### src/rtl/core/ir_transponder_frame_encoder_top_assert.svh
// ----------------------------------------------------------------------------
// ir_transponder_frame_encoder_top_assert.svh
// assertion macros shared by the rtl, empty when SYNTH is defined
// ----------------------------------------------------------------------------
`ifndef IR_TRANSPONDER_FRAME_ENCODER_TOP_ASSERT_SVH
`define IR_TRANSPONDER_FRAME_ENCODER_TOP_ASSERT_SVH
`ifndef SYNTH
// checked once reset is released
`define IRTFE_ASSERT(lbl, clk, rstn, prop) \
    lbl: assert property (@(posedge clk) disable iff (!rstn) prop) \
        else $error("irtfe assertion failed");
// checked on every edge, reset included
`define IRTFE_ASSERT_ALWAYS(lbl, clk, prop) \
    lbl: assert property (@(posedge clk) prop) \
        else $error("irtfe assertion failed");
`else
`define IRTFE_ASSERT(lbl, clk, rstn, prop)
`define IRTFE_ASSERT_ALWAYS(lbl, clk, prop)
`endif
`endif

### src/rtl/core/irtfe_pkg.sv
`timescale 1ns / 1ps
// ----------------------------------------------------------------------------
// irtfe_pkg
// widths, frame layout and symbol timing of the ir frame encoder
// ----------------------------------------------------------------------------
package irtfe_pkg;

    localparam int IdW    = 24;
    localparam int TicksW = 4;
    localparam int CrcW   = 8;
    localparam int PosW   = 4;
    localparam int ByteW  = 2;

    localparam logic [CrcW-1:0] CRC_POLY = 8'h07;

    // bit positions inside one 11-bit byte frame
    localparam logic [PosW-1:0] POS_START     = 4'd0;
    localparam logic [PosW-1:0] POS_DATA_LAST = 4'd8;
    localparam logic [PosW-1:0] POS_PARITY    = 4'd9;
    localparam logic [PosW-1:0] POS_STOP      = 4'd10;

    // the crc byte goes out last
    localparam logic [ByteW-1:0] BYTE_CRC = 2'd3;

    // symbol shapes in 1 us ticks
    localparam logic [TicksW-1:0] STOP_FIRST  = 4'd3;
    localparam logic [TicksW-1:0] STOP_SECOND = 4'd2;
    localparam logic [TicksW-1:0] ONE_FIRST   = 4'd5;
    localparam logic [TicksW-1:0] ONE_SECOND  = 4'd5;
    localparam logic [TicksW-1:0] ZERO_FIRST  = 4'd2;
    localparam logic [TicksW-1:0] ZERO_SECOND = 4'd8;

    typedef struct packed {
        logic [TicksW-1:0] first_ticks;
        logic              first_level;
        logic [TicksW-1:0] second_ticks;
        logic              second_level;
        logic              frame_bit;
        logic              last_symbol;
    } t_symbol;

endpackage

### src/rtl/core/irtfe_id_if.sv
`timescale 1ns / 1ps
// ----------------------------------------------------------------------------
// irtfe_id_if
// valid/ready channel carrying one transponder id per beat
// ----------------------------------------------------------------------------
interface irtfe_id_if
    import irtfe_pkg::*;
();
    logic           valid;
    logic           ready;
    logic [IdW-1:0] transponder_id;

    modport source (output valid, output transponder_id, input ready);
    modport sink   (input valid, input transponder_id, output ready);
endinterface

### src/rtl/core/irtfe_sym_if.sv
`timescale 1ns / 1ps
// ----------------------------------------------------------------------------
// irtfe_sym_if
// valid/ready channel carrying one pulse symbol per beat
// ----------------------------------------------------------------------------
interface irtfe_sym_if
    import irtfe_pkg::*;
();
    logic              valid;
    logic              ready;
    logic [TicksW-1:0] first_ticks;
    logic              first_level;
    logic [TicksW-1:0] second_ticks;
    logic              second_level;
    logic              frame_bit;
    logic              last_symbol;

    modport source (
        output valid, output first_ticks, output first_level,
        output second_ticks, output second_level, output frame_bit,
        output last_symbol, input ready
    );
    modport sink (
        input valid, input first_ticks, input first_level,
        input second_ticks, input second_level, input frame_bit,
        input last_symbol, output ready
    );
endinterface

### src/rtl/core/ir_transponder_frame_encoder_top.sv
`timescale 1ns / 1ps
// Each accepted 24-bit id turns into 44 pulse symbols: four 11-bit byte frames (start, 8 data
// bits msb first, even parity, stop) for id[7:0], id[15:8], id[23:16] and their crc-8 (poly
// 0x07, init 0). After the id is loaded, one symbol leaves the shift register per cycle while
// the output side takes them; the next id is taken once the last symbol sits in the output
// register. The crc and parity are built one bit per cycle as the id bits go out, while the
// output side takes symbols, and the crc is done before its own byte starts.
// ----------------------------------------------------------------------------
// ir_transponder_frame_encoder_top
// bit-serial crc-8 and parity framing of a transponder id into ir pulse symbols
// ----------------------------------------------------------------------------
`include "ir_transponder_frame_encoder_top_assert.svh"

module ir_transponder_frame_encoder_top
    import irtfe_pkg::*;
(
    input  logic        i_clk,
    input  logic        i_rst_n,
    irtfe_id_if.sink    i_id,
    irtfe_sym_if.source o_sym
);

    logic [IdW-1:0]   r_data, n_data;
    logic [CrcW-1:0]  r_crc, n_crc;
    logic             r_par, n_par;
    logic [PosW-1:0]  r_pos, n_pos;
    logic [ByteW-1:0] r_byte, n_byte;
    logic             r_busy, n_busy;
    logic             r_out_valid, n_out_valid;
    t_symbol          r_out, n_out;

    logic load;
    logic step;
    logic is_data;
    logic data_bit;
    logic sym_bit;
    logic fb;

    assign i_id.ready = !r_busy;
    assign load = i_id.valid && !r_busy;
    assign step = r_busy && (!r_out_valid || o_sym.ready);

    always_comb begin
        is_data  = (r_pos != POS_START) && (r_pos <= POS_DATA_LAST);
        data_bit = (r_byte == BYTE_CRC) ? r_crc[CrcW-1] : r_data[IdW-1];
        fb       = r_crc[CrcW-1] ^ data_bit;
        priority if (r_pos == POS_START) begin
            sym_bit = 1'b0;
        end else if (is_data) begin
            sym_bit = data_bit;
        end else if (r_pos == POS_PARITY) begin
            sym_bit = r_par;
        end else begin
            sym_bit = 1'b1;
        end
    end

    always_comb begin
        n_data      = r_data;
        n_crc       = r_crc;
        n_par       = r_par;
        n_pos       = r_pos;
        n_byte      = r_byte;
        n_busy      = r_busy;
        n_out       = r_out;
        n_out_valid = r_out_valid;
        if (o_sym.ready) begin
            n_out_valid = 1'b0;
        end
        if (load) begin
            // byte order on the wire: low id byte first
            n_data = {i_id.transponder_id[7:0], i_id.transponder_id[15:8],
                      i_id.transponder_id[23:16]};
            n_crc  = '0;
            n_par  = 1'b0;
            n_pos  = POS_START;
            n_byte = '0;
            n_busy = 1'b1;
        end else if (step) begin
            if (r_pos == POS_START) begin
                n_par = 1'b0;
            end
            if (is_data) begin
                n_par = r_par ^ data_bit;
                if (r_byte == BYTE_CRC) begin
                    n_crc = {r_crc[CrcW-2:0], 1'b0};
                end else begin
                    n_data = {r_data[IdW-2:0], 1'b0};
                    n_crc  = {r_crc[CrcW-2:0], 1'b0} ^ (fb ? CRC_POLY : '0);
                end
            end
            if (r_pos == POS_STOP) begin
                n_pos  = POS_START;
                n_byte = r_byte + 1'b1;
                if (r_byte == BYTE_CRC) begin
                    n_busy = 1'b0;
                end
            end else begin
                n_pos = r_pos + 1'b1;
            end
            n_out_valid        = 1'b1;
            n_out.frame_bit    = sym_bit;
            n_out.second_level = 1'b0;
            n_out.last_symbol  = (r_pos == POS_STOP) && (r_byte == BYTE_CRC);
            priority if (r_pos == POS_STOP) begin
                n_out.first_ticks  = STOP_FIRST;
                n_out.first_level  = 1'b0;
                n_out.second_ticks = STOP_SECOND;
            end else if (sym_bit) begin
                n_out.first_ticks  = ONE_FIRST;
                n_out.first_level  = 1'b0;
                n_out.second_ticks = ONE_SECOND;
            end else begin
                n_out.first_ticks  = ZERO_FIRST;
                n_out.first_level  = 1'b1;
                n_out.second_ticks = ZERO_SECOND;
            end
        end
    end

    always_ff @(posedge i_clk) begin
        if (!i_rst_n) begin
            r_busy      <= 1'b0;
            r_out_valid <= 1'b0;
            r_pos       <= POS_START;
            r_byte      <= '0;
        end else begin
            r_busy      <= n_busy;
            r_out_valid <= n_out_valid;
            r_pos       <= n_pos;
            r_byte      <= n_byte;
        end
    end

    always_ff @(posedge i_clk) begin
        r_data <= n_data;
        r_crc  <= n_crc;
        r_par  <= n_par;
        r_out  <= n_out;
    end

    assign o_sym.valid        = r_out_valid;
    assign o_sym.first_ticks  = r_out.first_ticks;
    assign o_sym.first_level  = r_out.first_level;
    assign o_sym.second_ticks = r_out.second_ticks;
    assign o_sym.second_level = r_out.second_level;
    assign o_sym.frame_bit    = r_out.frame_bit;
    assign o_sym.last_symbol  = r_out.last_symbol;

    // an accepted id always starts a frame
    `IRTFE_ASSERT(a_load_busy, i_clk, i_rst_n, load |=> r_busy && r_pos == POS_START)
    // counters are parked at the frame start while idle
    `IRTFE_ASSERT(a_idle_parked, i_clk, i_rst_n, !r_busy |-> r_pos == POS_START && r_byte == 2'd0)
    // a frame ends exactly when its last symbol is loaded
    `IRTFE_ASSERT(a_end_last, i_clk, i_rst_n, $fell(r_busy) |-> r_out_valid && r_out.last_symbol)
    // the last symbol is a stop bit
    `IRTFE_ASSERT(a_last_stop, i_clk, i_rst_n, r_out_valid && r_out.last_symbol |-> r_out.frame_bit && r_out.first_ticks == STOP_FIRST)

endmodule

### src/flat_wrapper.sv
// flat-port wrapper written by rule: the top's interface ports become plain ports
module ir_transponder_frame_encoder_top_flat import irtfe_pkg::*;
  (i_clk, i_rst_n, i_id_valid, i_id_transponder_id, i_id_ready, o_sym_valid, o_sym_first_ticks, o_sym_first_level, o_sym_second_ticks, o_sym_second_level, o_sym_frame_bit, o_sym_last_symbol, o_sym_ready);
  irtfe_id_if i_id_i ();
  irtfe_sym_if o_sym_i ();
  input  logic i_clk;
  input  logic i_rst_n;
  input wire logic [$bits(i_id_i.valid)-1:0] i_id_valid;
  input wire logic [$bits(i_id_i.transponder_id)-1:0] i_id_transponder_id;
  output wire logic [$bits(i_id_i.ready)-1:0] i_id_ready;
  output wire logic [$bits(o_sym_i.valid)-1:0] o_sym_valid;
  output wire logic [$bits(o_sym_i.first_ticks)-1:0] o_sym_first_ticks;
  output wire logic [$bits(o_sym_i.first_level)-1:0] o_sym_first_level;
  output wire logic [$bits(o_sym_i.second_ticks)-1:0] o_sym_second_ticks;
  output wire logic [$bits(o_sym_i.second_level)-1:0] o_sym_second_level;
  output wire logic [$bits(o_sym_i.frame_bit)-1:0] o_sym_frame_bit;
  output wire logic [$bits(o_sym_i.last_symbol)-1:0] o_sym_last_symbol;
  input wire logic [$bits(o_sym_i.ready)-1:0] o_sym_ready;
  assign i_id_i.valid = i_id_valid;
  assign i_id_i.transponder_id = i_id_transponder_id;
  assign i_id_ready = i_id_i.ready;
  assign o_sym_valid = o_sym_i.valid;
  assign o_sym_first_ticks = o_sym_i.first_ticks;
  assign o_sym_first_level = o_sym_i.first_level;
  assign o_sym_second_ticks = o_sym_i.second_ticks;
  assign o_sym_second_level = o_sym_i.second_level;
  assign o_sym_frame_bit = o_sym_i.frame_bit;
  assign o_sym_last_symbol = o_sym_i.last_symbol;
  assign o_sym_i.ready = o_sym_ready;
  ir_transponder_frame_encoder_top u_core (.i_clk(i_clk), .i_rst_n(i_rst_n), .i_id(i_id_i), .o_sym(o_sym_i));
endmodule
### config.mk
export PLATFORM = sky130hd
export DESIGN_NAME = ir_transponder_frame_encoder_top_flat
export DESIGN_NICKNAME = d
export VERILOG_FILES = /design/src/rtl/core/irtfe_pkg.sv /design/src/rtl/core/irtfe_id_if.sv /design/src/rtl/core/irtfe_sym_if.sv /design/src/rtl/core/ir_transponder_frame_encoder_top.sv /design/src/flat_wrapper.sv
export VERILOG_INCLUDE_DIRS = /design/src /design/src/rtl/core
export SDC_FILE = /design/constraint.sdc
export NUM_CORES = 1
export LEC_CHECK = 0
export BUFFER_PORTS_ARGS = -buffer_cell sky130_fd_sc_hd__buf_2
export CELL_PAD_IN_SITES_DETAIL_PLACEMENT = 1
export CELL_PAD_IN_SITES_GLOBAL_PLACEMENT = 1
export CORE_ASPECT_RATIO = 1.25
export CORE_MARGIN = 10
export CORE_UTILIZATION = 37
export DETAILED_ROUTE_END_ITERATION = 8
export MAX_ROUTING_LAYER = met4
export PLACE_DENSITY = 0.83
export SLEW_MARGIN = 20
export SYNTH_ARGS = -nofsm -noshare
export SYNTH_HDL_FRONTEND = slang
export SYNTH_SLANG_ARGS = --single-unit
### constraint.sdc
create_clock -name i_clk -period 3.34 [get_ports i_clk]
set_input_delay 0.668 -clock i_clk [delete_from_list [all_inputs] [get_ports i_clk]]
set_output_delay 0.668 -clock i_clk [all_outputs]
set_load 0.01 [all_outputs]
==> impl_metrics.py <==
metrics = {
    "critical_path": {
        "ff2ff_setup_slack_ns": 1.26,
        "cp_top_family": "compound AO/OA/AOI/OAI gates",
        "critPathMaxStageDelay_ns": 0.46,
        "required_ns": 3.31,
        "slowest_stage": "dfxtp_1",
        "critPathMaxFanout": 24,
        "r2r_end": "u_core.r_data[13]$_DFFE_PP_",
        "crit_path_cell_trace": "o31ai_1 -> nand4_1 -> o21ai_2 -> buf_4",
        "cp-start-kind": "flip-flop",
        "endpoint_kind": "flip-flop",
        "path_class": "reg -> reg",
        "crit_arrival_ns": 2.05,
        "r2r_cells": 4,
        "reg2reg_from": "u_core.r_pos[0]$_SDFFE_PP0P_",
        "crit_buf_inv": 1,
    },
    "finish": {
        "final_cells": 325,
        "syn2layout_area_growth_pct": 15.2,
        "design_area_um2": 2480,
        "diodes": 0,
        "fin_util_pct": 43.2,
        "drive_above_1_share_pct": 23.6,
        "final_nets": 287,
    },
    "synth": {
        "synth-main-ff-cell": "edfxtp_1",
        "yosysMostFrequentCell": "nand2_1",
        "yosys-top-cells-count": "nand2_1 (90), edfxtp_1 (31), dfxtp_1 (17)",
        "syn-cell-area_um2": 2150,
        "synth_top_area_share_pct": 43.2,
        "ys_types": 39,
        "ys_seq_area_share_pct": 59.0,
        "synth_warnings": 0,
        "synth.largest_area_cell": "edfxtp_1",
        "syn_area_per_cell_um2": 9.61,
        "ys_async_sr_fraction_pct": 0,
        "syn-instance-count": 224,
        "netlist_top_cells_area": "edfxtp_1 (43%), dfxtp_1 (16%), nand2_1 (16%), a21oi_1 (3.0%), buf_4 (1.7%)",
        "synth_edf_count": 31,
        "synth_seq_cells": 48,
    },
    "clock_network": {
        "cts_max_level": 2,
        "cts_hold_buf": 0,
        "cts_buffer_depth": 2,
        "clk_latency_ns": 0.29,
        "postCtsSetupRepairBufs": 0,
        "clock-root-buffer": "clkbuf_8",
        "cts_sinks": 48,
        "clk_pin_slew_ns": 0.09,
        "cts_tree": "built",
        "cts_made_buffers": 5,
        "cts_resized": 0,
    },
    "sta": {
        "setup_ws_ns": 1.26,
        "worst_slew_pin_slew_ns": 0.586,
        "period_minus_slack_ns": 2.08,
        "max_freq_mhz": 480,
        "setup_viol": 0,
        "max_slew_margin_pct": 60.8,
        "skew_ns": 0.00874,
        "rsz0062_at_grt": "false",
        "hold_viol_final": 0,
        "period_share_pct": 62.4,
        "slew_violations": 0,
        "tns_ns": 0,
    },
    "placement": {
        "hpwl_um": 3240,
        "dpl-instance-area_um2": 2370,
        "pre_cts_ws_ns": 1.15,
        "dp_cells": 317,
        "portBuffers": 39,
        "gp_congestion": 0.724,
    },
    "min_path": {
        "worstHoldStart": "u_core.r_crc[5]$_SDFFE_PP0P_",
        "hp-class": "reg -> reg",
        "holdPathEnd": "u_core.r_crc[6]$_SDFFE_PP0P_",
        "whs_path_depth": 2,
    },
    "run_status": {
        "status": "complete, no violations",
    },
    "routing": {
        "vias": 1648,
        "wl_per_cell_um": 13.6,
        "drc_errors": 0,
        "drt_iter0_drc": 69,
        "drtPass1Iterations": 4,
        "wl_um": 4410,
        "vias_per_cell": 5.07,
        "ant_nets": 0,
    },
    "grt": {
        "grt_pass1_vias": 1756,
        "grt_use_total_pct": 10.5,
        "grt_overflow_total": 0,
        "grt_max_degree": 25,
        "grt_pass1_wl_um": 7910,
        "antenna_found_initial": 0,
    },
    "power": {
        "power.leakage_nw": 1.05,
        "p_per_area_nw_per_um2": 495,
        "ir_drop_uv": 311,
    },
    "floorplan": {
        "core_region_area_um2": 5740,
        "die_h_um": 105,
        "ios": 42,
        "floorplan.initialDensity_pct": 37.5,
        "die_w_um": 88.2,
        "rows": 31,
        "die-area_um2": 9290,
    },
    "flow_run": {
        "drv_cap": 0,
    },
}
[registers in the layout, summed over array words and instances (netlist names)]
| name | count |
|---|---|
| u_core.r_data | 24 |
| u_core.r_crc | 8 |
| u_core.r_pos | 4 |
| u_core.o_sym.second_ticks | 3 |
| u_core.o_sym.first_ticks | 2 |
| u_core.r_byte | 2 |
| u_core.o_sym.frame_bit | 1 |
| u_core.o_sym.last_symbol | 1 |
| u_core.o_sym.valid | 1 |
| u_core.r_busy | 1 |
| u_core.r_par | 1 |
[tightest hold or removal path, stage by stage (launching register included)]
cell     delay [ns]
dfxtp_1        0.31
nand2_1        0.06
a21oi_1        0.05
[stage by stage]
step	total power, mW	hold slack, ns
floorplan	0.793	0.432
global placement	0.831	0.447
detailed placement	0.838	0.449
CTS	1.24	0.464
global route	1.29	0.477
finish	1.23	0.456
[final cells by class]
type,count,area [um^2]
Clock buffer,6,72.6
Clock inverter,2,35.0
Multi-Input combinational cell,158,791
Tap cell,66,82.6
Fill cell,704,3260
Timing Repair Buffer,42,218
Inverter,3,11.3
Sequential cell,48,1270
[logic make-up after synthesis]
logic type / synth area share, %
and+or+nand+nor: 22.8
DFF: 59.0
AOI/OAI and AO/OA: 9.59
buffers and inverters: 4.71
xor gates and xnor gates: 2.03
adders and majority gates: 1.10
other: 0.174
muxes: 0.523
[power by group]
| group | internal (mW) | switching, mW | leakage (nW) |
|---|---|---|---|
| sequential | 0.678 | 0.0171 | 0.435 |
| clock | 0.222 | 0.185 | 0.0552 |
| combinational | 0.0498 | 0.0771 | 0.559 |
[per-layer routing]
| metal | vias to the layer above | global-route usage (%) | routed length [um] | part of all wire [%] |
|---|---|---|---|---|
| met1 | 789 | 12.2 | 1910 | 43 |
| li1 | 814 | - | - | - |
| met3 | 4 | 3.31 | 245 | 5.6 |
| met2 | 41 | 16.8 | 2210 | 50 |
| met5 | - | - | 0 | 0 |
| met4 | 0 | 3.13 | 47 | 1.1 |
[worst max path at each step]
stage	startpoint	to	slack, ns	depth (start not counted)
2_1_floorplan	o_sym_ready	u_core.r_data[0]$_SDFFCE_PN0P_	0.02	3
3_3_place_gp	o_sym_ready	u_core.r_data[11]$_DFFE_PP_	1.21	5
3_5_place_dp	o_sym_ready	u_core.r_data[3]$_DFFE_PP_	1.15	5
4_1_cts	u_core.r_pos[0]$_SDFFE_PP0P_	u_core.r_data[12]$_DFFE_PP_	1.24	4
5_1_grt	u_core.r_pos[0]$_SDFFE_PP0P_	u_core.r_data[12]$_DFFE_PP_	1.08	4
6_report	u_core.r_pos[0]$_SDFFE_PP0P_	u_core.r_data[13]$_DFFE_PP_	1.26	4
[cells in the final DEF, fill, tap and decap left out, types with 3 or more instances in the layout]
| cell | Yosys | final |
|---|---|---|
| dfxtp_1 | 17 | 17 |
| clkbuf_8 | 0 | 5 |
| buf_4 | 5 | 3 |
| o21ai_0 | 7 | 6 |
| a21oi_1 | 13 | 13 |
| xnor2_1 | 3 | 3 |
| buf_2 | 3 | 39 |
| nor2_1 | 6 | 6 |
| nand2_1 | 90 | 90 |
| o21ai_2 | 2 | 3 |
| nand3_1 | 4 | 4 |
| edfxtp_1 | 31 | 31 |
| inv_1 | 3 | 3 |
Power figures use the tool's default switching activity.
